## src/rtl/core/buddy_page_allocator_macros.svh

```systemverilog
// assertion macros for the buddy page allocator
`ifndef BUDDY_PAGE_ALLOCATOR_MACROS_SVH
`define BUDDY_PAGE_ALLOCATOR_MACROS_SVH

// same-cycle implication, checked outside reset
`define BPA_ASSERT_NOW(label, ante, cons, msg) \
   label: assert property (@(posedge clock) disable iff (reset) (ante) |-> (cons)) \
      else $error(msg);

// next-cycle implication, checked outside reset
`define BPA_ASSERT_NEXT(label, ante, cons, msg) \
   label: assert property (@(posedge clock) disable iff (reset) (ante) |=> (cons)) \
      else $error(msg);

`endif

```

## src/rtl/core/bpa_pkg.sv

```systemverilog
// shared constants, types and helpers of the buddy page allocator
package bpa_pkg;

   localparam int MAX_PAGES  = 4096;
   localparam int TOP_RANK   = 16;
   localparam int POOL_RESET = 4096;
   localparam int CFG_W      = 13;
   localparam int PAGE_W     = 13;
   localparam int IDX_W      = 12;
   localparam int RANK_W     = 5;
   localparam int OFF_W      = 24;
   localparam int ANS_W      = 13;
   localparam int PAGE_SHIFT = 12;
   localparam int WIDE_W     = 17;
   localparam int CMD_W      = 2;
   localparam int STAT_W     = 2;

   localparam logic [PAGE_W-1:0] NIL_PAGE = PAGE_W'(MAX_PAGES);

   typedef enum logic [CMD_W-1:0] {
      CMD_ALLOC = 2'd0,
      CMD_FREE  = 2'd1,
      CMD_QUERY = 2'd2,
      CMD_COUNT = 2'd3
   } cmd_type;

   typedef enum logic [STAT_W-1:0] {
      STAT_OK      = 2'd0,
      STAT_INVALID = 2'd1,
      STAT_NOSPACE = 2'd2
   } status_type;

   typedef enum logic [4:0] {
      OP_CLEAR, OP_IDLE, OP_A_SEEK, OP_A_POP, OP_A_SPLIT, OP_A_PUSH, OP_A_TAKE,
      OP_COUNT, OP_F_CHK, OP_F_BUD, OP_F_BCHK, OP_U_TEST, OP_U_NEXT, OP_F_MERGE,
      OP_F_PUSH, OP_Q_CHK, OP_Q_TEST, OP_Q_NEXT, OP_RESP
   } op_type;

   typedef struct packed {
      op_type op;
      logic   accept;
   } ctl_cmd_type;

   typedef struct packed {
      logic rank_bad;
      logic page_bad;
      logic cr_over;
      logic head_nil;
      logic split_more;
      logic taken_hit;
      logic merge_stop;
      logic bud_busy;
      logic cur_nil;
      logic cur_hit;
      logic q_hit;
      logic cr_one;
      logic out_free;
      logic clr_last;
   } dp_status_type;

   // rank of the single block that covers a fresh pool
   function automatic logic [RANK_W-1:0] top_rank_of(input logic [CFG_W-1:0] pages);
      logic [CFG_W-1:0]  m;
      logic [RANK_W-1:0] c;
      m = pages - CFG_W'(1);
      c = '0;
      for (int i = 0; i < CFG_W; i++) begin
         if (m[i]) c = RANK_W'(i + 1);
      end
      if (c >= RANK_W'(TOP_RANK)) return RANK_W'(TOP_RANK);
      return c + RANK_W'(1);
   endfunction

endpackage

```

## src/rtl/core/bpa_ctrl.sv

```systemverilog
// sequencer of the buddy page allocator
module bpa_ctrl (
   input  logic                  clock,
   input  logic                  reset,
   input  logic                  cfg_start,
   input  logic                  req_valid,
   input  logic [bpa_pkg::CMD_W-1:0] req_command,
   output logic                  req_ready,
   output bpa_pkg::ctl_cmd_type  cmd,
   input  bpa_pkg::dp_status_type st
);
   import bpa_pkg::*;

   typedef enum logic [18:0] {
      S_CLEAR   = 19'(1) << 0,
      S_IDLE    = 19'(1) << 1,
      S_A_SEEK  = 19'(1) << 2,
      S_A_POP   = 19'(1) << 3,
      S_A_SPLIT = 19'(1) << 4,
      S_A_PUSH  = 19'(1) << 5,
      S_A_TAKE  = 19'(1) << 6,
      S_COUNT   = 19'(1) << 7,
      S_F_CHK   = 19'(1) << 8,
      S_F_BUD   = 19'(1) << 9,
      S_F_BCHK  = 19'(1) << 10,
      S_U_TEST  = 19'(1) << 11,
      S_U_NEXT  = 19'(1) << 12,
      S_F_MERGE = 19'(1) << 13,
      S_F_PUSH  = 19'(1) << 14,
      S_Q_CHK   = 19'(1) << 15,
      S_Q_TEST  = 19'(1) << 16,
      S_Q_NEXT  = 19'(1) << 17,
      S_RESP    = 19'(1) << 18
   } state_type;

   state_type state_ff, state_in;

   assign req_ready  = (state_ff == S_IDLE);
   assign cmd.accept = (state_ff == S_IDLE) && req_valid;

   // datapath operation for each state
   always_comb begin
      case (state_ff)
         S_CLEAR:   cmd.op = OP_CLEAR;
         S_IDLE:    cmd.op = OP_IDLE;
         S_A_SEEK:  cmd.op = OP_A_SEEK;
         S_A_POP:   cmd.op = OP_A_POP;
         S_A_SPLIT: cmd.op = OP_A_SPLIT;
         S_A_PUSH:  cmd.op = OP_A_PUSH;
         S_A_TAKE:  cmd.op = OP_A_TAKE;
         S_COUNT:   cmd.op = OP_COUNT;
         S_F_CHK:   cmd.op = OP_F_CHK;
         S_F_BUD:   cmd.op = OP_F_BUD;
         S_F_BCHK:  cmd.op = OP_F_BCHK;
         S_U_TEST:  cmd.op = OP_U_TEST;
         S_U_NEXT:  cmd.op = OP_U_NEXT;
         S_F_MERGE: cmd.op = OP_F_MERGE;
         S_F_PUSH:  cmd.op = OP_F_PUSH;
         S_Q_CHK:   cmd.op = OP_Q_CHK;
         S_Q_TEST:  cmd.op = OP_Q_TEST;
         S_Q_NEXT:  cmd.op = OP_Q_NEXT;
         S_RESP:    cmd.op = OP_RESP;
         default:   cmd.op = OP_IDLE;
      endcase
   end

   // next state
   always_comb begin
      state_in = state_ff;
      case (state_ff)
         S_CLEAR:   if (st.clr_last) state_in = S_IDLE;
         S_IDLE: begin
            if (req_valid) begin
               case (req_command)
                  CMD_ALLOC: state_in = S_A_SEEK;
                  CMD_FREE:  state_in = S_F_CHK;
                  CMD_QUERY: state_in = S_Q_CHK;
                  default:   state_in = S_COUNT;
               endcase
            end
         end
         S_A_SEEK: begin
            if (st.rank_bad || st.cr_over) state_in = S_RESP;
            else if (!st.head_nil) state_in = S_A_POP;
         end
         S_A_POP:   state_in = S_A_SPLIT;
         S_A_SPLIT: state_in = st.split_more ? S_A_PUSH : S_A_TAKE;
         S_A_PUSH:  state_in = S_A_SPLIT;
         S_A_TAKE:  state_in = S_RESP;
         S_COUNT:   state_in = S_RESP;
         S_F_CHK:   state_in = (st.page_bad || !st.taken_hit) ? S_RESP : S_F_BUD;
         S_F_BUD:   state_in = st.merge_stop ? S_F_PUSH : S_F_BCHK;
         S_F_BCHK:  state_in = st.bud_busy ? S_F_PUSH : S_U_TEST;
         S_U_TEST:  state_in = st.cur_nil ? S_F_MERGE : S_U_NEXT;
         S_U_NEXT:  state_in = st.cur_hit ? S_F_MERGE : S_U_TEST;
         S_F_MERGE: state_in = S_F_BUD;
         S_F_PUSH:  state_in = S_RESP;
         S_Q_CHK:   state_in = (st.page_bad || st.taken_hit) ? S_RESP : S_Q_TEST;
         S_Q_TEST: begin
            if (st.cur_nil) begin
               if (st.cr_one) state_in = S_RESP;
            end else if (st.q_hit) begin
               state_in = S_RESP;
            end else begin
               state_in = S_Q_NEXT;
            end
         end
         S_Q_NEXT:  state_in = S_Q_TEST;
         S_RESP:    if (st.out_free) state_in = S_IDLE;
         default:   state_in = S_IDLE;
      endcase
   end

   // state register, a pool write restarts the clearing pass
   always_ff @(posedge clock) begin
      if (reset) begin
         state_ff <= S_CLEAR;
      end else if (cfg_start) begin
         state_ff <= S_CLEAR;
      end else begin
         state_ff <= state_in;
      end
   end

endmodule

```

## config.mk

```make
export PLATFORM = sky130hd
export DESIGN_NAME = bpa_ctrl
export DESIGN_NICKNAME = d
export VERILOG_FILES = /design/src/rtl/core/buddy_page_allocator_macros.svh /design/src/rtl/core/bpa_pkg.sv /design/src/rtl/core/bpa_ctrl.sv
export SDC_FILE = /design/constraint.sdc
export NUM_CORES = 1
export LEC_CHECK = 0
export BUFFER_PORTS_ARGS = -buffer_cell sky130_fd_sc_hd__buf_2
export CAP_MARGIN = 20
export CORE_MARGIN = 2
export CORE_UTILIZATION = 55
export CTS_CLUSTER_SIZE = 24
export DETAILED_ROUTE_END_ITERATION = 8
export PLACE_DENSITY = 0.81
export SKIP_CTS_REPAIR_TIMING = 1
export SLEW_MARGIN = 20
export SYNTH_ARGS = -nofsm -noshare
export SYNTH_HDL_FRONTEND = slang
export SYNTH_SLANG_ARGS = --single-unit
```

## constraint.sdc

```tcl
create_clock -name clock -period 4.4 [get_ports clock]
set_input_delay 0.66 -clock clock [delete_from_list [all_inputs] [get_ports clock]]
set_output_delay 0.66 -clock clock [all_outputs]
set_load 0.03 [all_outputs]
```

== Word level (Yosys, flattened, before mapping) ==
Index checks and enable logic that the tools add are counted.
Word-level totals
  output and inout bits: 7
  input port bits: 20
  register bits after elaboration: 19
Cells by class
  reductions and logical operators: 10
  equal/unequal tests: 26
  mux-type cells: 18
Operators by type and width (count)
  one-hot mux 19 bit (16 select lines): 1
  two-way mux 19 bit: 10
  one-hot mux 5 bit (18 select lines): 1
  one-hot mux 16 bit (3 select lines): 1
  two-way mux 15 bit: 2
  two-way mux 14 bit: 2
  equality test 19 x 1 -> 1 bit (second input constant): 1
  equality test 19 x 10 -> 1 bit (second input constant): 1
  equality test 19 x 11 -> 1 bit (second input constant): 1
  equality test 19 x 12 -> 1 bit (second input constant): 1
  equality test 19 x 13 -> 1 bit (second input constant): 1
  equality test 19 x 14 -> 1 bit (second input constant): 1
  equality test 19 x 15 -> 1 bit (second input constant): 1
  equality test 19 x 16 -> 1 bit (second input constant): 1
  equality test 19 x 17 -> 1 bit (second input constant): 1
  equality test 19 x 18 -> 1 bit (second input constant): 1
  equality test 19 bit (second input constant): 1
  equality test 19 x 2 -> 1 bit (second input constant): 1
  equality test 19 x 3 -> 1 bit (second input constant): 1
  equality test 19 x 4 -> 1 bit (second input constant): 1
  equality test 19 x 5 -> 1 bit (second input constant): 1
  equality test 19 x 6 -> 1 bit (second input constant): 1
  equality test 19 x 7 -> 1 bit (second input constant): 1
  equality test 19 x 8 -> 1 bit (second input constant): 1
  13 further kinds: 19

== Depth between registers and ports, before layout ==
Gate-level depths: netlist (run 1).
  depth after elaboration: 4
  depth in mapped cells: 8

== Least setup slack after synthesis (run 1) ==
No wires, ideal clock.
  kind: register -> output
  start point: register state_ff[9]
  end point: output port cmd[0] (netlist bit)
  required time: 3.740 ns
  cell stages (with the launch flop): 7
  buffers on the path: 2
  path slack: 1.654 ns
  data arrival time: 2.086 ns
  cells stage by stage: dfxtp_1 > buf_6 > nor4_4 > nand4_4 > or4b_1 > buf_2 > nor2_1
RTL lines
  start: declaration: RTL line bpa_ctrl.sv:36  | state_type state_ff, state_in;
  start signal: assignment: RTL line bpa_ctrl.sv:121  | state_ff <= state_in;
  end: declaration: RTL line bpa_ctrl.sv:9  | output bpa_pkg::ctl_cmd_type cmd,

==> results_dict.tcl, run 1 <==
set metrics [dict create \
    finalSetupTns_ns 0 \
    total_power_mw 0.3091 \
    cts_tree "built" \
    dpl_worst_slack_ns 1.607 \
    largest_reg_flops 19 \
    numCtsBuffers 3 \
    synth_warnings 0 \
    finalMaxSlewViolations 0 \
    design.core.area_mm2 0.002500 \
    worstHoldPathType "in2reg" \
    place_hpwl_um 3380 \
    yosys.area.top_type_share 0.2605 \
    overflow 0 \
    setup_slack_ns 1.172 \
    via_per_inst 6.598 \
    drt-total-wl_um 4353 \
    holdPathStages 2 \
    die_h_um 55.53 \
    first_pass_iters 4 \
    dr.first_iter.drc_count 92 \
    boundaryPins 27 \
    ys_seq_area_frac 0.2605 \
    areaGrowthSynthToFinish_pct 9.083 \
    ys_types 46 \
    gp_congestion 0.9014 \
    cp.required_ns 3.74 \
    antennaDiodeCount 0 \
    synth_edf_count 0 \
    cts_max_path_buffers 2 \
    path_max_fanout 8 \
    die_area_mm2 0.003083 \
    rr_startpoint "state_ff[9]" \
    synth_largest_area_cell "dfxtp_1" \
    synth.most_common_cell "nor2_1" \
    synth.avg_cell_area_um2 7.488 \
    final.period_utilization 0.7336 \
    wl_per_cell_um 17.84 \
    worstPathArrival_ns 2.57 \
    fin_crit_ns 3.228 \
    drive_above_1_share 0.1822 \
    grt_setup_unrepaired "no" \
    ff2ff_setup_slack_ns 1.98 \
    slew_headroom 0.5739 \
    syn-cell-area_mm2 0.001460 \
    grt_usage 0.2922 \
    grt_pass1_wl_um 7327 \
    dpl_cell_area_mm2 0.001567 \
    core.rowCount 18 \
    finalClockSkew_ns 0.001814 \
    synth_nets 215 \
    leakagePower_nw 0.7033 \
    clk_latency_ns 0.29 \
    start_util 0.5841 \
    holdCritStartpoint "st[9]" \
    htree_levels 1 \
    reg_top3 "state_ff (19)" \
    startpoint_type "flip-flop" \
    die_width_um 55.53 \
    postLayoutCoreUtil 0.6371 \
    ys_async_sr_fraction 0 \
    portBuffers 26 \
    maxCapViolCount 0 \
    layout.nets 235 \
    setup_viol 0 \
    powerDensity_mw_per_mm2 194.1 \
    grt_max_degree 13 \
    clk_pin_slew_worst_paths_ns 0.11 \
    status "finished clean" \
    route.vias.total 1610 \
    grt_antenna_before_repair 0 \
    regMostFlops "state_ff" \
    finalHoldViolations 0 \
    crit_path_end_kind "output pin" \
    min_delay_worst_endpoint "state_ff[6]" \
    peakVddDrop_v 0.0001583 \
    grt_pass1_vias 1512 \
    drcViolationCount 0 \
    syn_inst 195 \
    reg2reg_depth 6 \
    tightest_slew_ns 0.6339 \
    cts_num_sinks 19 \
    max_freq_mhz 309.8 \
    ys.flop_type "dfxtp_1" \
    ys_ff_latch 19 \
    critical_path_class "reg2out" \
    fin_area_mm2 0.001593 \
    antenna_left 0 \
    r2r_end "state_ff[8]" \
    root_buffer "clkbuf_4" \
    synth.area.top_cells "dfxtp_1 (26%), nor2_1 (9.3%), xor2_1 (4.8%), nand3_1 (4.5%), nor4_4 (4.4%)" \
    synthTopCellsByCount "nor2_1 (36), dfxtp_1 (19), nand2_1 (13), nand3_1 (13), o21ai_0 (11)" \
]
## cells in the final DEF, fill, tap and decap left out, drive strengths merged
cell / n
a21oi: 8
a311oi: 1
a31oi: 2
a32oi: 1
and3: 7
and3b: 1
and4: 2
and4b: 1
buf: 26
clkbuf: 4
dfxtp: 19
inv: 6
nand2: 13
nand2b: 1
nand3: 13
nand3b: 1
nand4: 7
nand4b: 3
nor2: 36
nor3: 10
nor3b: 4
nor4: 7
nor4b: 4
o2111ai: 1
o21a: 1
o21ai: 12
o21ba: 1
o22a: 2
o22ai: 1
o31ai: 1
o32ai: 1
or2: 1
or3: 1
or3b: 1
or4: 2
or4b: 2
xnor2: 2
xor2: 8
## worst max-delay path, cell delays in order (launching register included)
cell and delay [ns]:
dfxtp_1 0.40, nor4_2 0.63, nand2_1 0.24, nor2_1 0.32
a311oi_1 0.20, and3_1 0.20, nand3_1 0.08, buf_2 0.20
## cells by family after synthesis
family,Yosys count,synth area share
buffers and inverters,17,0.05741
xor gates and xnor gates,10,0.05999
and+or+nand+nor,117,0.4876
DFF,19,0.2605
AOI/OAI and AO/OA,32,0.1345
## per-stage QoR
| stage | hold WS (ns) | std cells |
|---|---|---|
| 2_1_floorplan | 0.5561 | 195 |
| 3_3_place_gp | 0.5568 | 240 |
| 3_5_place_dp | 0.5735 | 240 |
| 4_1_cts | 0.5193 | 244 |
| 5_1_grt | 0.5122 | 244 |
| 6_report | 0.5156 | 244 |
## per-layer routing
layer  vias up  wire [um]  GRT usage  part of all wire
met2        83       2096     0.4762              0.48
li1        752          -          -                 -
met3         8        343    0.03513             0.079
met5         -          0          0                 0
met4         0         62    0.07666             0.014
met1       767       1851     0.4075              0.43
## final cells by class
cell class / instances / area, um2
Clock buffer: 4 / 26.28
Inverter: 6 / 22.52
Fill cell: 244 / 907.1
Timing Repair Buffer: 26 / 130.1
Multi-Input combinational cell: 159 / 996.0
Tap cell: 30 / 37.54
Sequential cell: 19 / 380.4
## power by group
group          switching (mW)  internal, mW
Sequential            0.00255         0.173
Clock                  0.0568        0.0352
Combinational          0.0248        0.0166
Total                  0.0842         0.225
## worst max-delay path by stage
stage                     start   endpoint  cells after the start
finish              state_ff[0]     cmd[1]                      7
CTS                 state_ff[4]     cmd[1]                      7
detailed placement  state_ff[9]  req_ready                      5
floorplan           state_ff[9]     cmd[0]                      6
global route        state_ff[4]     cmd[1]                      7
global placement    state_ff[0]     cmd[1]                      7
No activity file was read; power rests on OpenSTA's default activity.
==> inputs of run 2 (changes only) <==
CORE_UTILIZATION = 50   (was 55)
PLACE_DENSITY = 0.78   (was 0.81)
clock period = 2.7 ns   (was 4.4 ns; I/O delays follow)
==> results_dict.tcl, run 2 (synthesis results as in run 1) <==
set metrics [dict create \
    status "finished clean" \
    startpoint_type "flip-flop" \
    drt-total-wl_um 4187 \
    worst-path-buf-inv 3 \
    largest_reg_flops 19 \
    drcViolationCount 0 \
    wl_per_cell_um 15.98 \
    root_buffer "clkbuf_4" \
    fin_cells 262 \
    boundaryPins 27 \
    cts_tree "built" \
    leakagePower_nw 0.7886 \
    slew_headroom 0.6703 \
    design.core.area_mm2 0.002758 \
    layout.nets 252 \
    placed_cells 250 \
    cts_max_path_buffers 2 \
    layout_commonest_cell "nor2_1" \
    cp.required_ns 2.30 \
    die_width_um 58.04 \
    tightest_slew_ns 0.4876 \
    worstPathArrival_ns 2.21 \
    htree_levels 1 \
    worstHoldPathType "in2reg" \
    dr.first_iter.drc_count 102 \
    reg_top3 "state_ff (19)" \
    grt_antenna_before_repair 0 \
    critPathMostFrequentCell "buf_4" \
    grt_pass1_wl_um 6444 \
    crit_path_end_kind "output pin" \
    finalMaxSlewViolations 0 \
    core.rowCount 19 \
    route.vias.total 1622 \
    finalHoldViolations 0 \
    peakVddDrop_v 0.0002483 \
    die_h_um 58.04 \
    regMostFlops "state_ff" \
    overflow 0 \
    first_pass_iters 4 \
    critical_path_class "reg2out" \
    die_area_mm2 0.003369 \
    cp_cell_sequence "nor4_4 -> buf_4 -> nand4_1 -> buf_4 -> nor2_2 -> a21oi_1 -> nand4_1 -> nand3_1 -> buf_4" \
    grt_pass1_vias 1404 \
    layout_common_cells "nor2_1 (34), buf_2 (25), buf_4 (17), nand2_1 (13), nand3_1 (12)" \
    ff2ff_setup_slack_ns 0.34 \
    cts_num_sinks 19 \
    place_hpwl_um 3085 \
    gp_congestion 0.9760 \
    antenna_left 0 \
    powerDensity_mw_per_mm2 289.0 \
    critPathMaxStageDelay_ns 0.40 \
    antennaDiodeCount 0 \
    finalClockSkew_ns 0.001045 \
    max_freq_mhz 382.2 \
    crit_family "simple AND/OR/NAND/NOR gates" \
    maxCapViolCount 0 \
    final.period_utilization 0.9690 \
    clk_latency_ns 0.30 \
    start_util 0.5295 \
    numCtsBuffers 3 \
    path_max_fanout 5 \
    total_power_mw 0.5110 \
    slowest_stage "dfxtp_1" \
    drive_above_1_share 0.3030 \
    clk_pin_slew_worst_paths_ns 0.11 \
    grt_usage 0.2472 \
    portBuffers 26 \
    via_per_inst 6.191 \
    setup_viol 0 \
    fin_crit_ns 2.616 \
    finalSetupTns_ns 0 \
    grt_max_degree 13 \
    areaGrowthSynthToFinish_pct 21.08 \
]
run 2: area by class of cell:
type | count | area (um2)
Timing Repair Buffer | 43 | 264.0
Inverter | 6 | 22.52
Sequential cell | 19 | 392.9
Fill cell | 272 | 989.7
Clock buffer | 4 | 26.28
Multi-Input combinational cell | 159 | 1023
Tap cell | 31 | 38.79
run 2: through the flow:
| stage | area [um2] | hold slack (ns) | utilization | setup WS [ns] |
|---|---|---|---|---|
| detailed placement | 1635 | 0.5670 | 0.5930 | 0.2771 |
| finish | 1768 | 0.2585 | 0.6411 | 0.08360 |
| floorplan | 1460 | 0.4764 | - | 0.2086 |
| global placement | 1635 | 0.5626 | 0.5930 | 0.3119 |
| global route | 1768 | 0.2626 | 0.6411 | -0.02931 |
| CTS | 1662 | 0.2663 | 0.6025 | -0.06221 |
run 2: layer usage:
layer	track usage	part of all wire	vias to the layer above
met3	0.02679	0.060	15
li1	-	-	791
met4	0.1096	0.035	0
met1	0.3156	0.43	740
met2	0.4188	0.48	76
met5	0	0	-
run 2: final timing paths:
kind | to | cells after the start | start
worst max-delay path | cmd[1] | 9 | state_ff[7]
worst min-delay path | state_ff[6] | 2 | st[9]
worst min register to register | state_ff[0] | 2 | state_ff[0]
worst max register to register | state_ff[1] | 8 | state_ff[7]
run 2: power breakdown:
part           total (mW)  internal, mW  leakage (nW)  switching, mW
logic              0.0762        0.0339         0.617         0.0423
registers           0.285         0.281         0.157        0.00373
clock network       0.150        0.0577        0.0150         0.0920
run 2: worst register-to-register path, cell delays in order, from the launching register on:
cell     delay [ns]
dfxtp_1        0.49
nor4_4         0.09
buf_4          0.17
buf_4          0.15
nand4_2        0.11
o21ba_1        0.15
or3_1          0.45
or4b_1         0.52
o21ai_1        0.16
